## src/hdl/pdmq_pkg.sv

```systemverilog
// ----------------------------------------------------------------------------
// pdmq_pkg
// Shared codes, defaults and the control word that travels from the
// classifier to the packet store.
// ----------------------------------------------------------------------------
package pdmq_pkg;

    localparam int NUM_QUEUES_DEF   = 16;
    localparam int QUEUE_DEPTH_DEF  = 16;
    localparam int PACKET_WIDTH_DEF = 64;

    localparam int DEV_W = 32;

    localparam logic [1:0] REQ_INSERT = 2'd0;
    localparam logic [1:0] REQ_PEEK   = 2'd1;
    localparam logic [1:0] REQ_POP    = 2'd2;

    localparam logic [1:0] ST_OK       = 2'd0;
    localparam logic [1:0] ST_NO_QUEUE = 2'd1;
    localparam logic [1:0] ST_ALL_BUSY = 2'd2;
    localparam logic [1:0] ST_FULL     = 2'd3;

    typedef struct packed {
        logic [1:0] status;
        logic       released;
        logic       rd_en;
        logic       wr_en;
    } t_ctl;

endpackage

```

## src/hdl/pdmq_front.sv

```systemverilog
// ----------------------------------------------------------------------------
// pdmq_front
// Request register, tag match, slot allocation and per-slot ring bookkeeping.
// Emits one packet-store command per request.
// ----------------------------------------------------------------------------
module pdmq_front #(
    parameter int NUM_QUEUES   = pdmq_pkg::NUM_QUEUES_DEF,
    parameter int QUEUE_DEPTH  = pdmq_pkg::QUEUE_DEPTH_DEF,
    parameter int PACKET_WIDTH = pdmq_pkg::PACKET_WIDTH_DEF,
    parameter int AW           = $clog2(NUM_QUEUES * QUEUE_DEPTH)
) (
    input  logic                      i_clk,
    input  logic                      i_rst_n,
    input  logic                      i_push,
    output logic                      o_full,
    input  logic [1:0]                i_req_type,
    input  logic [pdmq_pkg::DEV_W-1:0] i_dev_id,
    input  logic [PACKET_WIDTH-1:0]   i_packet_data,
    output logic                      o_cmd_push,
    input  logic                      i_cmd_full,
    output pdmq_pkg::t_ctl            o_cmd_ctl,
    output logic [AW-1:0]             o_cmd_addr,
    output logic [PACKET_WIDTH-1:0]   o_cmd_data
);

    localparam int QW = (NUM_QUEUES > 1) ? $clog2(NUM_QUEUES) : 1;
    localparam int DW = $clog2(QUEUE_DEPTH);
    localparam int FW = $clog2(QUEUE_DEPTH + 1);

    logic                       r_vld;
    logic                       n_vld;
    logic [1:0]                 r_req;
    logic [pdmq_pkg::DEV_W-1:0] r_dev;
    logic [PACKET_WIDTH-1:0]    r_pkt;

    logic                       r_busy [NUM_QUEUES];
    logic [pdmq_pkg::DEV_W-1:0] r_tag  [NUM_QUEUES];
    logic [DW-1:0]              r_rptr [NUM_QUEUES];
    logic [FW-1:0]              r_fill [NUM_QUEUES];

    logic          load;
    logic          proc;
    logic          hit;
    logic [QW-1:0] hit_q;
    logic          any_free;
    logic [QW-1:0] free_q;
    logic [QW-1:0] sel_q;
    logic [DW:0]   wsum;
    logic [DW-1:0] widx;
    logic [DW-1:0] ridx;
    logic          do_ins;
    logic          do_pop;
    logic          last_pkt;
    pdmq_pkg::t_ctl ctl;

    assign o_full = r_vld && i_cmd_full;
    assign load   = i_push && !o_full;
    assign proc   = r_vld && !i_cmd_full;

    always_comb begin
        n_vld = r_vld;
        if (load) begin
            n_vld = 1'b1;
        end else if (proc) begin
            n_vld = 1'b0;
        end
    end

    // Lowest index wins on both searches
    always_comb begin
        hit      = 1'b0;
        hit_q    = '0;
        any_free = 1'b0;
        free_q   = '0;
        for (int q = NUM_QUEUES - 1; q >= 0; q--) begin
            if (r_busy[q] && (r_tag[q] == r_dev)) begin
                hit   = 1'b1;
                hit_q = QW'(q);
            end
            if (!r_busy[q]) begin
                any_free = 1'b1;
                free_q   = QW'(q);
            end
        end
    end

    always_comb begin
        ctl         = '0;
        ctl.status  = pdmq_pkg::ST_OK;
        sel_q       = hit ? hit_q : free_q;
        do_ins      = 1'b0;
        do_pop      = 1'b0;
        ridx        = r_rptr[sel_q];
        wsum        = (DW+1)'(r_rptr[sel_q]) + (DW+1)'(r_fill[sel_q]);
        widx        = (wsum >= (DW+1)'(QUEUE_DEPTH)) ?
                      DW'(wsum - (DW+1)'(QUEUE_DEPTH)) : DW'(wsum);
        last_pkt    = (r_fill[sel_q] == FW'(1));
        o_cmd_addr  = AW'(AW'(sel_q) * AW'(QUEUE_DEPTH)) + AW'(ridx);
        case (r_req)
            pdmq_pkg::REQ_INSERT: begin
                o_cmd_addr = AW'(AW'(sel_q) * AW'(QUEUE_DEPTH)) + AW'(widx);
                if (!hit && !any_free) begin
                    ctl.status = pdmq_pkg::ST_ALL_BUSY;
                end else if (r_fill[sel_q] == FW'(QUEUE_DEPTH)) begin
                    ctl.status = pdmq_pkg::ST_FULL;
                end else begin
                    ctl.wr_en = 1'b1;
                    do_ins    = 1'b1;
                end
            end
            pdmq_pkg::REQ_PEEK: begin
                if (!hit) begin
                    ctl.status = pdmq_pkg::ST_NO_QUEUE;
                end else begin
                    ctl.rd_en = 1'b1;
                end
            end
            pdmq_pkg::REQ_POP: begin
                if (!hit) begin
                    ctl.status = pdmq_pkg::ST_NO_QUEUE;
                end else begin
                    do_pop       = 1'b1;
                    ctl.released = last_pkt;
                end
            end
            default: begin
                ctl.status = pdmq_pkg::ST_OK;
            end
        endcase
    end

    assign o_cmd_push = proc;
    assign o_cmd_ctl  = ctl;
    assign o_cmd_data = r_pkt;

    always_ff @(posedge i_clk) begin
        if (!i_rst_n) begin
            r_vld <= 1'b0;
            for (int q = 0; q < NUM_QUEUES; q++) begin
                r_busy[q] <= 1'b0;
                r_rptr[q] <= '0;
                r_fill[q] <= '0;
            end
        end else begin
            r_vld <= n_vld;
            if (proc && do_ins) begin
                r_fill[sel_q] <= r_fill[sel_q] + FW'(1);
                r_busy[sel_q] <= 1'b1;
            end
            if (proc && do_pop) begin
                r_rptr[sel_q] <= (r_rptr[sel_q] == DW'(QUEUE_DEPTH - 1)) ?
                                 '0 : r_rptr[sel_q] + DW'(1);
                r_fill[sel_q] <= r_fill[sel_q] - FW'(1);
                if (last_pkt) begin
                    r_busy[sel_q] <= 1'b0;
                end
            end
        end
    end

    always_ff @(posedge i_clk) begin
        if (load) begin
            r_req <= i_req_type;
            r_dev <= i_dev_id;
            r_pkt <= i_packet_data;
        end
        if (proc && do_ins) begin
            r_tag[sel_q] <= r_dev;
        end
    end

endmodule

```

## config.mk

```make
export PLATFORM = sky130hd
export DESIGN_NAME = pdmq_front
export DESIGN_NICKNAME = d
export VERILOG_FILES = /design/src/hdl/pdmq_pkg.sv /design/src/hdl/pdmq_front.sv
export SDC_FILE = /design/constraint.sdc
export NUM_CORES = 1
export LEC_CHECK = 0
export BUFFER_PORTS_ARGS = -buffer_cell sky130_fd_sc_hd__buf_2
export CELL_PAD_IN_SITES_DETAIL_PLACEMENT = 0
export CELL_PAD_IN_SITES_GLOBAL_PLACEMENT = 1
export CORE_MARGIN = 2
export CORE_UTILIZATION = 56
export DETAILED_ROUTE_END_ITERATION = 6
export PLACE_DENSITY = 0.82
export SYNTH_ARGS = -nofsm -noshare
export SYNTH_HDL_FRONTEND = slang
export SYNTH_SLANG_ARGS = --single-unit
export TNS_END_PERCENT = 20
```

## constraint.sdc

```tcl
create_clock -name i_clk -period 13 [get_ports i_clk]
set_input_delay 2.6 -clock i_clk [delete_from_list [all_inputs] [get_ports i_clk]]
set_output_delay 2.6 -clock i_clk [all_outputs]
set_load 0.05 [all_outputs]
```

==> flow_summary.ini <==
[status]
outcome = complete, no violations

[cts]
tritoncts = done
clockBufferDepth = 3
insertion_delay_ps = 640
cts.sinks = 771
post_cts_resized = 0
cts_hold_buf = 0
cts_setup_buffers = 0
cts_buffers = 80
clkTransAtPathRegs_ps = 60
cts-root-buf = clkbuf_16
htreeDepth = 3

[yosys]
synth-seq-cells = 771
synth_most_common_cell = edfxtp_1
synth-seq-area-share_pct = 69.33
ys_async_sr_fraction_pct = 0
netlist_top_cells_count = edfxtp_1 (754), xor2_1 (392), nor2_1 (155), xnor2_1 (122), nor4_1 (101)
synth_area_leader_cell = edfxtp_1
synth_nets = 2306
synth.top_cells.by_area = edfxtp_1 (68%), xor2_1 (10%), xnor2_1 (3.2%), mux2i_1 (2.3%), nor4_1 (1.9%)
syn_area_um2 = 33150
ys_warn_count = 0
synthMuxAreaShare_pct = 3.141
synth_edf_count = 754
synthFlopType = edfxtp_1
synthCells = 2191
synth_cell_types = 75
synth_simple_gate_area_share_pct = 8.236
synth_xor_area_share_pct = 13.58
synth_top_area_share_pct = 68.31
synthAdderAreaFrac_pct = 0.5134
syn_avg_cell_area_um2 = 15.13
synth_compound_area_share_pct = 2.582
synth_top_family_by_area = XOR/XNOR gates

[route]
dr.pass1.iters = 5
ant_nets = 0
vias = 18903
drt-initial-drc-count = 1869
drcViolationCount = 0
vias_per_cell = 5.831
avgRoutedWirePerCell_um = 24.40
wl_um = 79100

[setup_path]
rrSetupSlack_ps = 4390
crit_path_start_kind = flip-flop
critPathArrivalTime_ps = 8030
end_kind = primary output
r2r-start = r_dev[3]
r2r_end = r_fill[13][3]
slowest_delay_ps = 1000
crit_path_cell_trace = buf_4 > xor2_1 > nor4_1 > nand4_1 > nor4_1 > or4_1 > nor4_4 > a22o_1 > nor2_2 > inv_1 > buf_4 > and2_0 > a211oi_1 > a21oi_1 > o21bai_1 > inv_1 > ha_1 > a21o_1 > a21oi_1 > xnor2_1 > nand2_1 > xor2_1 > buf_2
crit_slowest_cell = edfxtp_1
path_class = reg -> out
r2r_cells = 23
path_max_fanout = 18
cp.required_ps = 10400

[finish]
nNetsFinal = 2519
multi_input_area_um2 = 9383
drive_gt1_share_pct = 17.46
antennaDiodeCount = 0
syn_to_final_growth_pct = 13.05
fillers = 4231
seq_area_um2 = 22980

[placed_design]
numPortBuffers = 180
gp_congestion = 0.8824
post-place-ws_ps = 3125
dp_hpwl_um = 49050

[grt]
gr-total-overflow = 0
grt_pass1_wl_um = 117200
grt_start_max_net_pins = 64
grt_pass1_vias = 18528
grt_antenna_before_repair = 0
grt.total_usage_pct = 25.99

[floorplanning]
floorplan.initialDensity_pct = 56.38
ios = 181
die_h_um = 247.3
dieArea_um2 = 61150
rows = 89
core_um2 = 58800
die_w_um = 247.3

[min_path]
hold_path_end = r_busy[14]
hp-class = reg -> reg
whs_path_depth = 2
min_from = r_busy[14]

[sta]
drv_slew = 0
hold_slack_ps = 641.4
min_period_ps = 10630
grt_setup_unrepaired = false
hold_viol = 0
fin_tns_setup_ps = 0
fin_crit_sh_pct = 81.74
fmax_ghz = 0.09411
setup_viol = 0
worst_pin_slew_ps = 1250
fin_worst_skew_ps = 29.12
fin_ws_ps = 2374
relSlewSlack_pct = 16.28

[pwr]
p_leak_nw = 12.91
power_density_nw_per_um2 = 144.7
ir_drop_v = 0.0001304

[run]
maxCapViolations = 0
layout by cell type (no fill, tap or decap), types with 62 or more instances in the layout:
cell	n
edfxtp_1	754
xor2_1	392
buf_2	180
nor2_1	138
xnor2_1	120
nor4_1	101
nand2_1	100
clkbuf_16	81
mux2i_1	77
buf_4	62
registers in the layout (all words and copies together), names as in the netlist:
| register | flops |
|---|---|
| r_tag | 512 |
| r_fill | 80 |
| o_cmd_data | 64 |
| r_rptr | 64 |
| r_dev | 32 |
| r_busy | 16 |
| r_req | 2 |
| r_vld | 1 |
cell type report:
class | count | share of cell area [%]
Clock buffer | 98 | 5.580
Sequential cell | 771 | 61.33
Multi-Input combinational cell | 1274 | 25.04
Timing Repair Buffer | 242 | 3.646
Inverter | 35 | 0.3573
Tap cell | 773 | 2.581
Clock inverter | 49 | 1.463
power by group:
group          internal [mW]  switching, mW  leakage [nW]
clock                   1.35          0.952          1.29
sequential              2.77         0.0261          7.09
combinational         0.0919          0.226          4.53
worst max-delay path by stage:
| stage | from | end | slack, ps | depth (start not counted) |
|---|---|---|---|---|
| 2_1_floorplan | r_dev[10] | o_cmd_ctl[2] | 4480 | 21 |
| 3_3_place_gp | r_dev[15] | o_cmd_addr[3] | 3330 | 23 |
| 3_5_place_dp | r_dev[3] | o_cmd_addr[3] | 3130 | 23 |
| 4_1_cts | r_dev[3] | o_cmd_addr[3] | 2440 | 23 |
| 5_1_grt | r_dev[3] | o_cmd_addr[3] | 2050 | 23 |
| 6_report | r_dev[3] | o_cmd_addr[3] | 2370 | 23 |
cell families after synthesis:
| group | after synthesis |
|---|---|
| flops | 771 |
| fa+ha+maj | 13 |
| buf+inv | 146 |
| xor+xnor | 514 |
| simple gates | 534 |
| compound gates | 120 |
| mux | 93 |
worst max-delay path, delay by kind of cell, from the launching register on:
kind,cells,cell delay [ps]
buffers and inverters,5,1800
AND/OR/NAND/NOR,8,2670
AO/OA/AOI/OAI,6,1270
flip-flops,1,1000
adder cells (fa/ha/maj),1,240
XOR/XNOR,3,390
per-stage QoR:
step | util [%] | power [mW] | std cells | area (um^2)
6_report | 63.73 | 5.421 | 3242 | 37470
5_1_grt | 63.73 | 5.561 | 3242 | 37470
4_1_cts | 63.73 | 5.448 | 3242 | 37470
3_5_place_dp | 59.24 | 3.170 | 3095 | 34830
3_3_place_gp | 59.24 | 3.162 | 3095 | 34830
2_1_floorplan | - | 3.065 | 2191 | 33150
metal layers:
metal | global-route usage, % | vias to the layer above | share of wire (%)
li1 | - | 8468 | -
met5 | 0 | - | 0
met1 | 36.81 | 9575 | 42
met4 | 7.908 | 0 | 2.5
met3 | 3.788 | 126 | 6.8
met2 | 42.02 | 734 | 49
No activity file was read; power rests on OpenSTA's default activity.
