[config.mk]
export PLATFORM = sky130hd
export DESIGN_NAME = pdmq_fifo
export DESIGN_NICKNAME = d
export VERILOG_FILES = /design/src/hdl/pdmq_fifo.sv
export SDC_FILE = /design/constraint.sdc
export NUM_CORES = 1
export LEC_CHECK = 0
export ABC_AREA = 1
export BUFFER_PORTS_ARGS = -buffer_cell sky130_fd_sc_hd__buf_2
export CAP_MARGIN = 30
export CORE_MARGIN = 2
export CORE_UTILIZATION = 53
export CTS_BUF_LIST = sky130_fd_sc_hd__clkbuf_8 sky130_fd_sc_hd__clkbuf_16
export CTS_CLUSTER_DIAMETER = 50
export DETAILED_ROUTE_END_ITERATION = 10
export GPL_TIMING_DRIVEN = 0
export HOLD_SLACK_MARGIN = 0.12
export PLACE_DENSITY = 0.8
export SYNTH_ARGS = -nofsm -noshare
export SYNTH_HDL_FRONTEND = slang
export SYNTH_SLANG_ARGS = --single-unit
[constraint.sdc]
create_clock -name i_clk -period 4.15 [get_ports i_clk]
set_input_delay 1.0375 -clock i_clk [delete_from_list [all_inputs] [get_ports i_clk]]
set_output_delay 1.0375 -clock i_clk [all_outputs]
set_load 0.01 [all_outputs]
[src/hdl/pdmq_fifo.sv]
// ----------------------------------------------------------------------------
// pdmq_fifo
// Two-entry command queue between the classifier and the packet store.
// ----------------------------------------------------------------------------
module pdmq_fifo #(
    parameter int W = 8
) (
    input  logic         i_clk,
    input  logic         i_rst_n,
    input  logic         i_push,
    input  logic [W-1:0] i_data,
    output logic         o_full,
    input  logic         i_pop,
    output logic         o_empty,
    output logic [W-1:0] o_data
);

    logic [W-1:0] r_mem [2];
    logic         r_wp;
    logic         r_rp;
    logic [1:0]   r_cnt;
    logic [1:0]   n_cnt;
    logic         do_push;
    logic         do_pop;

    assign o_full  = (r_cnt == 2'd2);
    assign o_empty = (r_cnt == 2'd0);
    assign o_data  = r_mem[r_rp];
    assign do_push = i_push && !o_full;
    assign do_pop  = i_pop && !o_empty;

    always_comb begin
        n_cnt = r_cnt;
        if (do_push && !do_pop) begin
            n_cnt = r_cnt + 2'd1;
        end else if (do_pop && !do_push) begin
            n_cnt = r_cnt - 2'd1;
        end
    end

    always_ff @(posedge i_clk) begin
        if (!i_rst_n) begin
            r_wp  <= 1'b0;
            r_rp  <= 1'b0;
            r_cnt <= 2'd0;
        end else begin
            r_cnt <= n_cnt;
            if (do_push) begin
                r_wp <= ~r_wp;
            end
            if (do_pop) begin
                r_rp <= ~r_rp;
            end
        end
    end

    always_ff @(posedge i_clk) begin
        if (do_push) begin
            r_mem[r_wp] <= i_data;
        end
    end

endmodule

==> results.yml, run 1 <==
sta:
  hold_viol: 0
  rsz0062_at_grt: "no"
  slew_violations: 0
  fin_skew_ns: 0.001173
  finalSetupViolCount: 0
  setup_tns_ns: 0
  fmax_mhz: 434.8
  worst_pin_slew_ns: 0.6888
  final.period_utilization_pct: 55.42
  relSlewSlack_pct: 53.91
  fin_crit_ns: 2.300
grt:
  grt_remaining_overflow: 0
  antenna_found_initial: 0
  grt_start_max_net_pins: 12
  grt_pass1_wl_um: 1938
  track_usage_pct: 14.25
  first_global_vias: 491
routing:
  num_vias: 525
  wl_um: 1205
  drcViolationCount: 0
  antenna_left: 0
  dr.pass1.iters: 4
  viasPerCell: 5.048
  avgRoutedWirePerCell_um: 11.59
  drtIter0Drc: 12
critical_path:
  reg2reg_depth: 2
  worst_ep_arrival_time_ns: 1.26
  worstPathMaxFanout: 8
  required_ns: 3.11
  crit_path_end_kind: "primary output"
  startpoint_type: "flip-flop"
  critical_path_class: "flip-flop to primary output"
placement:
  finalWeightedCongestion: 0.8143
  portBuffers: 21
  hpwl_um: 873.4
  place_area_sq_um: 955.9
cells_and_area:
  antenna_cells: 0
  synthToLayoutAreaGrowth_pct: 20.48
  layout-drive-gt1-share_pct: 44.32
  fin_nets: 102
  post-route-cell-area_sq_mm: 0.001001
floorplanning:
  row_count: 14
  coreArea_sq_mm: 0.001489
  die_width_um: 43.59
  ios: 22
  die_area_sq_mm: 0.001900
  die_height_um: 43.59
  initial_core_util_pct: 55.80
min_path:
  worstHoldPathCells: 2
  hold_path_class: "flip-flop to flip-flop"
clocking:
  cts_inserted_buffers: 3
  clockBufferDepth: 2
  cts_sinks: 21
  cts-resized-gates: 0
  cts_root_buf: "clkbuf_8"
  post-cts-setup-buffer-count: 0
  cts_tree: "done"
  clk_pin_slew_worst_paths_ns: 0.07
  ctsHtreeMaxLevel: 1
  clk_latency_ns: 0.25
  holdBufCountCts: 0
synthesis:
  syn_area_per_cell_sq_um: 13.19
  ys_types: 16
  ys_seq_area_share_pct: 69.88
  synth_warnings: 0
  syn_area_sq_um: 830.8
  syn_inst: 63
  syn-num-nets: 76
  yosys_register_bits: 21
power:
  total_power_mw: 0.5971
  ir_drop_mv: 0.4212
  power_density_mw_per_mm2: 596.6
  leakagePower_nw: 0.4244
outcome:
  status: "completed"
run:
  max_cap_violations: 0
final timing paths:
kind                                start  slack, ns           to
worst max-delay path            flip-flop       1.85    o_data[4]
worst min-delay path                 r_rp       0.51         r_rp
worst max register to register   r_cnt[0]       2.60  r_mem[1][2]
worst min register to register       r_rp       0.51         r_rp
critical path: stages (launching register included):
cell,delay (ns)
dfxtp_1,0.31
buf_2,0.21
mux2_2,0.35
buf_2,0.14
synthesized netlist by cell type, drive strengths merged:
| cell type | instances | area (sq um) |
|---|---|---|
| edfxtp | 16 | 480.5 |
| nor2 | 11 | 51.30 |
| inv | 9 | 33.78 |
| mux2 | 8 | 90.09 |
| nand2 | 6 | 22.52 |
| dfxtp | 5 | 100.1 |
| o21ai | 3 | 18.77 |
| a21oi | 1 | 5.000 |
| buf | 1 | 5.000 |
| ha | 1 | 12.51 |
| nand3 | 1 | 5.000 |
| nand4 | 1 | 6.260 |
sequential cells by signal, summed over array words and instances (netlist names), named ones only:
| name | flops |
|---|---|
| r_cnt | 2 |
| r_mem | 16 |
| r_rp | 1 |
| r_wp | 1 |
report_power, final:
group | internal (mW) | switching (mW) | total, mW
combinational | 0.0783 | 0.105 | 0.183
sequential | 0.269 | 0.0217 | 0.290
clock | 0.0656 | 0.0576 | 0.123
total | 0.413 | 0.184 | 0.597
per-stage QoR:
stage,hold slack [ns],std cells,setup WS [ns],utilization [%]
detailed placement,0.4981,100,2.009,64.20
global placement,0.4772,100,2.038,64.20
floorplan,0.4669,63,2.283,-
finish,0.5074,104,1.850,67.23
CTS,0.5159,104,1.820,67.23
global route,0.5308,104,1.794,67.23
cells by family (layout without fill, tap and decap cells):
logic type,count (synthesis),in the layout,share of synthesized area [%]
buffers and inverters,10,35,4.668
AOI/OAI and AO/OA,4,4,2.861
muxes,8,8,10.84
and+or+nand+nor,19,19,10.24
DFF,21,21,69.88
adders and majority gates,1,1,1.506
placed cells by master, fill, tap and decap left out:
master,Yosys,layout
buf_2,1,22
clkbuf_8,0,3
edfxtp_1,16,16
ha_1,1,1
mux2_2,8,8
dfxtp_1,5,5
inv_1,6,7
nand3_1,1,1
nand2_1,6,6
nor2_2,1,1
nor2_4,1,1
o21ai_1,2,2
o21ai_2,1,1
nor2_1,9,9
nand4_1,1,1
inv_2,3,3
a21oi_1,1,1
layout make-up:
type	instances	area [sq um]
Fill cell	121	488.0
Timing Repair Buffer	21	105.1
Tap cell	16	20.02
Multi-Input combinational cell	32	211.5
Inverter	9	33.78
Buffer	1	5.005
Clock inverter	1	3.754
Clock buffer	3	41.29
Sequential cell	21	580.6
routing by layer:
metal,vias up,share of wire (%),global-route usage (%)
met5,-,0,0
met4,0,0.50,8.485
met3,2,5.4,2.500
met2,16,50,23.24
met1,242,44,17.65
li1,265,-,-
Power figures use the tool's default switching activity.
==> run 2: changes to the inputs <==
--- a/config.mk
+++ b/config.mk
@@ -9,13 +9,13 @@
 export BUFFER_PORTS_ARGS = -buffer_cell sky130_fd_sc_hd__buf_2
 export CAP_MARGIN = 30
 export CORE_MARGIN = 2
-export CORE_UTILIZATION = 53
+export CORE_UTILIZATION = 44
 export CTS_BUF_LIST = sky130_fd_sc_hd__clkbuf_8 sky130_fd_sc_hd__clkbuf_16
 export CTS_CLUSTER_DIAMETER = 50
 export DETAILED_ROUTE_END_ITERATION = 10
 export GPL_TIMING_DRIVEN = 0
 export HOLD_SLACK_MARGIN = 0.12
-export PLACE_DENSITY = 0.8
+export PLACE_DENSITY = 0.71
 export SYNTH_ARGS = -nofsm -noshare
 export SYNTH_HDL_FRONTEND = slang
 export SYNTH_SLANG_ARGS = --single-unit
==> constraint.sdc (replaced) <==
create_clock -name i_clk -period 2 [get_ports i_clk]
set_input_delay 0.5 -clock i_clk [delete_from_list [all_inputs] [get_ports i_clk]]
set_output_delay 0.5 -clock i_clk [all_outputs]
set_load 0.01 [all_outputs]
==> run 2 against run 1 <==
Against the previous run:
- sequential power grew 110%
- die area grew 19%
- total power grew 110%
- sequential share of layout area shrank 0.65 points
- register-to-register slack lost 2.1 ns
- cell count grew 8.7%
- critical endpoint is now o_data[5]
==> results.yml, run 2 (synthesis results as in run 1) <==
outcome:
  status: "completed"
critical_path:
  crit_path_end_kind: "primary output"
  worst_ep_arrival_time_ns: 1.26
  required_ns: 1.50
  worstPathMaxFanout: 8
  startpoint_type: "flip-flop"
  critical_path_class: "flip-flop to primary output"
cells_and_area:
  synthToLayoutAreaGrowth_pct: 21.84
  final_cell_mix: "22 x buf_2, 16 x edfxtp_1, 9 x nor2_1"
  area.sequential_sq_um: 580.6
  antenna_cells: 0
  nFillCells: 159
  fin_nets: 102
  layout-drive-gt1-share_pct: 44.32
  largest_register_ffs: 16
  mostFrequentLayoutCell: "buf_2"
  top_regs: "r_mem x16, r_cnt x2"
  multiInputGateArea_sq_um: 211.5
  regMostFlops: "r_mem"
  post-route-cell-area_sq_mm: 0.001012
sta:
  slew_violations: 0
  final.period_utilization_pct: 88.12
  worst_pin_slew_ns: 0.6855
  fmax_mhz: 567.4
  hold_viol: 0
  fin_crit_ns: 1.762
  rsz0062_at_grt: "no"
  fin_skew_ns: 0.004283
  finalSetupViolCount: 0
  relSlewSlack_pct: 54.13
  setup_tns_ns: 0
clocking:
  clk_latency_ns: 0.25
  cts_inserted_buffers: 3
  clk_pin_slew_worst_paths_ns: 0.07
  cts_tree: "done"
  cts-resized-gates: 0
  cts_sinks: 21
  ctsHtreeMaxLevel: 1
  holdBufCountCts: 0
  post-cts-setup-buffer-count: 0
  cts_root_buf: "clkbuf_8"
  clockBufferDepth: 2
routing:
  dr.pass1.iters: 3
  wl_um: 1197
  viasPerCell: 4.469
  drtIter0Drc: 4
  num_vias: 505
  antenna_left: 0
  drcViolationCount: 0
  avgRoutedWirePerCell_um: 10.59
floorplanning:
  coreArea_sq_mm: 0.001745
  die_area_sq_mm: 0.002252
  row_count: 15
  ios: 22
  die_height_um: 47.46
  die_width_um: 47.46
  initial_core_util_pct: 47.60
power:
  seq_power_share_pct: 48.9
  p_sw_mw: 0.3779
  p_int_mw: 0.8564
  p_sw_share_pct: 30.62
  power.share.clock_pct: 20.5
  leakagePower_nw: 0.4244
  ir_drop_mv: 0.5478
  comb_power_share_pct: 30.6
  power_density_mw_per_mm2: 1219
placement:
  place_area_sq_um: 967.2
  hpwl_um: 889.6
  portBuffers: 21
  finalWeightedCongestion: 0.6873
grt:
  grt_start_max_net_pins: 12
  first_global_vias: 464
  grt_remaining_overflow: 0
  grt_pass1_wl_um: 1814
  track_usage_pct: 12.52
  antenna_found_initial: 0
min_path:
  hold_path_class: "input pin to flip-flop"
run:
  max_cap_violations: 0
## run 2: cell counts in the layout (fill, tap and decap cells not counted)
Identical to the previous run, type by type.
## run 2: final cells by class
type | count | area share, %
repair buffers | 21 | 10.38
clock buffers | 3 | 4.079
flip-flops and latches | 21 | 57.35
inverters | 9 | 3.337
well taps | 25 | 3.090
plain buffers | 1 | 0.4944
multi-input cells | 32 | 20.89
clock inverters | 1 | 0.3708
## run 2: path summary, 6_finish.rpt
check | slack [ns] | start | depth (start not counted) | to
setup reg to reg | 0.46 | r_cnt[0] | 2 | r_mem[0][2]
setup / recovery | 0.24 | flip-flop | 3 | o_data[5]
hold reg to reg | 0.50 | r_rp | 2 | flip-flop
hold / removal | 0.43 | i_data[1] | 1 | r_mem[0][1]
## run 2: per-stage QoR
| stage | hold slack (ns) | cells | power [mW] | util, % | worst slack [ns] |
|---|---|---|---|---|---|
| 3_5_place_dp | 0.4900 | 109 | 0.9972 | 55.41 | 0.3847 |
| 4_1_cts | 0.4245 | 113 | 1.255 | 57.99 | 0.2209 |
| 6_report | 0.4334 | 113 | 1.234 | 57.99 | 0.2377 |
| 2_1_floorplan | 0.4669 | 63 | 0.8743 | - | 0.6708 |
| 5_1_grt | 0.4206 | 113 | 1.320 | 57.99 | 0.1870 |
| 3_3_place_gp | 0.4842 | 109 | 0.9776 | 55.41 | 0.4119 |
## run 2: layer usage
metal,track usage [%],up-vias,routed length [um]
met5,0,-,0
met4,8.333,0,20
met3,5.283,2,78
met2,21.08,17,627
met1,12.53,224,471
li1,-,262,-
## run 2: power by group through the flow
stage          clock network, mW  registers [mW]  logic, mW
6_report                   0.253           0.603      0.378
3_3_place_gp                   0           0.606      0.371
5_1_grt                    0.281           0.613      0.426
4_1_cts                    0.266           0.604      0.385
3_5_place_dp                   0           0.614      0.384
2_1_floorplan                  0           0.602      0.272
## run 2: worst max-delay path, cell delays in order, from the launching register on
cell and delay, ns:
dfxtp_1 0.30, buf_2 0.21, mux2_2 0.36, buf_2 0.14
==> run 3: changes to the inputs <==
--- a/config.mk
+++ b/config.mk
@@ -6,7 +6,7 @@
 export NUM_CORES = 1
 export LEC_CHECK = 0
 export ABC_AREA = 1
-export BUFFER_PORTS_ARGS = -buffer_cell sky130_fd_sc_hd__buf_2
+export BUFFER_PORTS_ARGS = -buffer_cell sky130_fd_sc_hd__buf_4
 export CAP_MARGIN = 30
 export CORE_MARGIN = 2
 export CORE_UTILIZATION = 44
==> run 3 against run 2 <==
Against the previous run:
- die area unchanged
- design area up 5.3%
- wire length up 9.7%
- critical path type unchanged
- largest cell class unchanged
- largest power group unchanged
==> results.yml, run 3 (synthesis results as in run 1) <==
outcome:
  status: "completed"
sta:
  hold_viol: 0
  rsz0062_at_grt: "no"
  slew_violations: 0
  fmax_mhz: 566.2
  fin_skew_ns: 0.001653
  final.period_utilization_pct: 88.31
  fin_crit_ns: 1.766
  finalSetupViolCount: 0
  worst_pin_slew_ns: 0.6886
  holdWs_ns: 0.4301
  setup_tns_ns: 0
  relSlewSlack_pct: 53.93
floorplanning:
  die_area_sq_mm: 0.002252
  ios: 22
  row_count: 15
  die_width_um: 47.46
  initial_core_util_pct: 47.60
  die_height_um: 47.46
  coreArea_sq_mm: 0.001745
cells_and_area:
  layout-drive-gt1-share_pct: 45.45
  top_regs: "r_mem x16, r_cnt x2"
  largest_register_ffs: 16
  synthToLayoutAreaGrowth_pct: 28.31
  antenna_cells: 0
  fin_util_pct: 61.08
  fin_nets: 102
  mostFrequentLayoutCell: "buf_4"
  regMostFlops: "r_mem"
  final_cell_mix: "21 x buf_4, 16 x edfxtp_1, 9 x nor2_1"
critical_path:
  crit_family: "multiplexers"
  cp.depth: 3
  reg2reg_slack_ns: 0.47
  crit_path_end_kind: "primary output"
  crit_chain: "buf_2, mux2_2, buf_4"
  path_buf_inv: 2
  worst_ep_arrival_time_ns: 1.27
  cpMaxStageDelayCell: "mux2_2"
  reg2reg_depth: 2
  critical_path_class: "flip-flop to primary output"
  reg2reg_to: "r_mem[1][2]"
  worstPathMaxFanout: 8
  slowest_delay_ns: 0.36
  startpoint_type: "flip-flop"
  r2r_start: "r_cnt[0]"
  required_ns: 1.50
routing:
  dr.pass1.iters: 3
  avgRoutedWirePerCell_um: 11.62
  wl_um: 1313
  antenna_left: 0
  viasPerCell: 4.549
  drcViolationCount: 0
  drtIter0Drc: 1
  num_vias: 514
clocking:
  cts-resized-gates: 0
  ctsHtreeMaxLevel: 1
  post-cts-setup-buffer-count: 0
  cts_inserted_buffers: 3
  cts_sinks: 21
  clk_pin_slew_worst_paths_ns: 0.07
  cts_tree: "done"
  clockBufferDepth: 2
  cts_root_buf: "clkbuf_8"
  clk_latency_ns: 0.25
  holdBufCountCts: 0
power:
  power.share.clock_pct: 20.4
  leakagePower_nw: 0.4407
  comb_power_share_pct: 32.9
  power_density_mw_per_mm2: 1210
  p_sw_mw: 0.3902
  p_int_mw: 0.8994
  seq_power_share_pct: 46.7
  p_sw_share_pct: 30.26
  ir_drop_mv: 0.7687
grt:
  antenna_found_initial: 0
  track_usage_pct: 12.67
  grt_remaining_overflow: 0
  grt_pass1_wl_um: 1849
  first_global_vias: 473
  grt_start_max_net_pins: 13
min_path:
  hold_path_class: "input pin to flip-flop"
  worstHoldPathCells: 1
  worstHoldEndpoint: "r_mem[0][7]"
  min-delay-start: "i_data[7]"
placement:
  portBuffers: 21
  finalWeightedCongestion: 0.6834
  hpwl_um: 1014
run:
  max_cap_violations: 0
[run 3: cell count changes in the layout (fill, tap and decap cells not counted), sizes merged]
cell / previous run / this run
inv: 10 / 9
clkinv: 0 / 1
[run 3: metal layers]
metal | routed length [um] | up-vias | track usage (%) | part of all wire [%]
met5 | 0 | - | 0 | 0
met2 | 725 | 14 | 23.51 | 55
li1 | - | 260 | - | -
met1 | 461 | 238 | 11.27 | 35
met3 | 100 | 2 | 4.528 | 7.6
met4 | 27 | 0 | 8.333 | 2.1
[run 3: stage by stage]
stage | cells | worst slack [ns] | power [mW] | instance area (sq um)
after floorplan | 63 | 0.6708 | 0.8743 | 830.8
after global placement | 109 | 0.4081 | 1.025 | 1020
after detailed placement | 109 | 0.4176 | 1.044 | 1020
after CTS | 113 | 0.2090 | 1.308 | 1066
after global routing | 113 | 0.1725 | 1.381 | 1066
final | 113 | 0.2337 | 1.290 | 1066
[run 3: area by class of cell]
| class | instances | area, sq um |
|---|---|---|
| inverters | 9 | 33.78 |
| repair buffers | 21 | 157.7 |
| fillers | 154 | 679.4 |
| clock inverters | 1 | 5.005 |
| multi-input cells | 32 | 211.5 |
| well taps | 25 | 31.28 |
| flip-flops and latches | 21 | 580.6 |
| plain buffers | 1 | 5.005 |
| clock buffers | 3 | 41.29 |
[run 3: power by group through the flow]
| stage | Combinational [mW] | Sequential, mW | Clock, mW |
|---|---|---|---|
| after floorplan | 0.272 | 0.602 | 0 |
| after global placement | 0.418 | 0.607 | 0 |
| after detailed placement | 0.430 | 0.614 | 0 |
| after CTS | 0.433 | 0.604 | 0.271 |
| after global routing | 0.478 | 0.612 | 0.291 |
| final | 0.424 | 0.603 | 0.263 |
[run 3: how the worst max path moves through the flow]
stage	start	endpoint	slack, ns
after detailed placement	i_push	r_mem[0][1]	0.42
after floorplan	i_pop	r_cnt[1]	0.67
after CTS	flip-flop	o_data[4]	0.21
after global placement	i_push	r_mem[1][1]	0.41
after global routing	flip-flop	o_data[3]	0.17
final	flip-flop	o_data[3]	0.23
[run 3: worst reg2reg max path, delay by kind of cell (launching register included)]
kind               cells  cell delay (ns)
and+or+nand+nor        1             0.54
DFF                    1             0.48
AOI/OAI and AO/OA      1             0.14
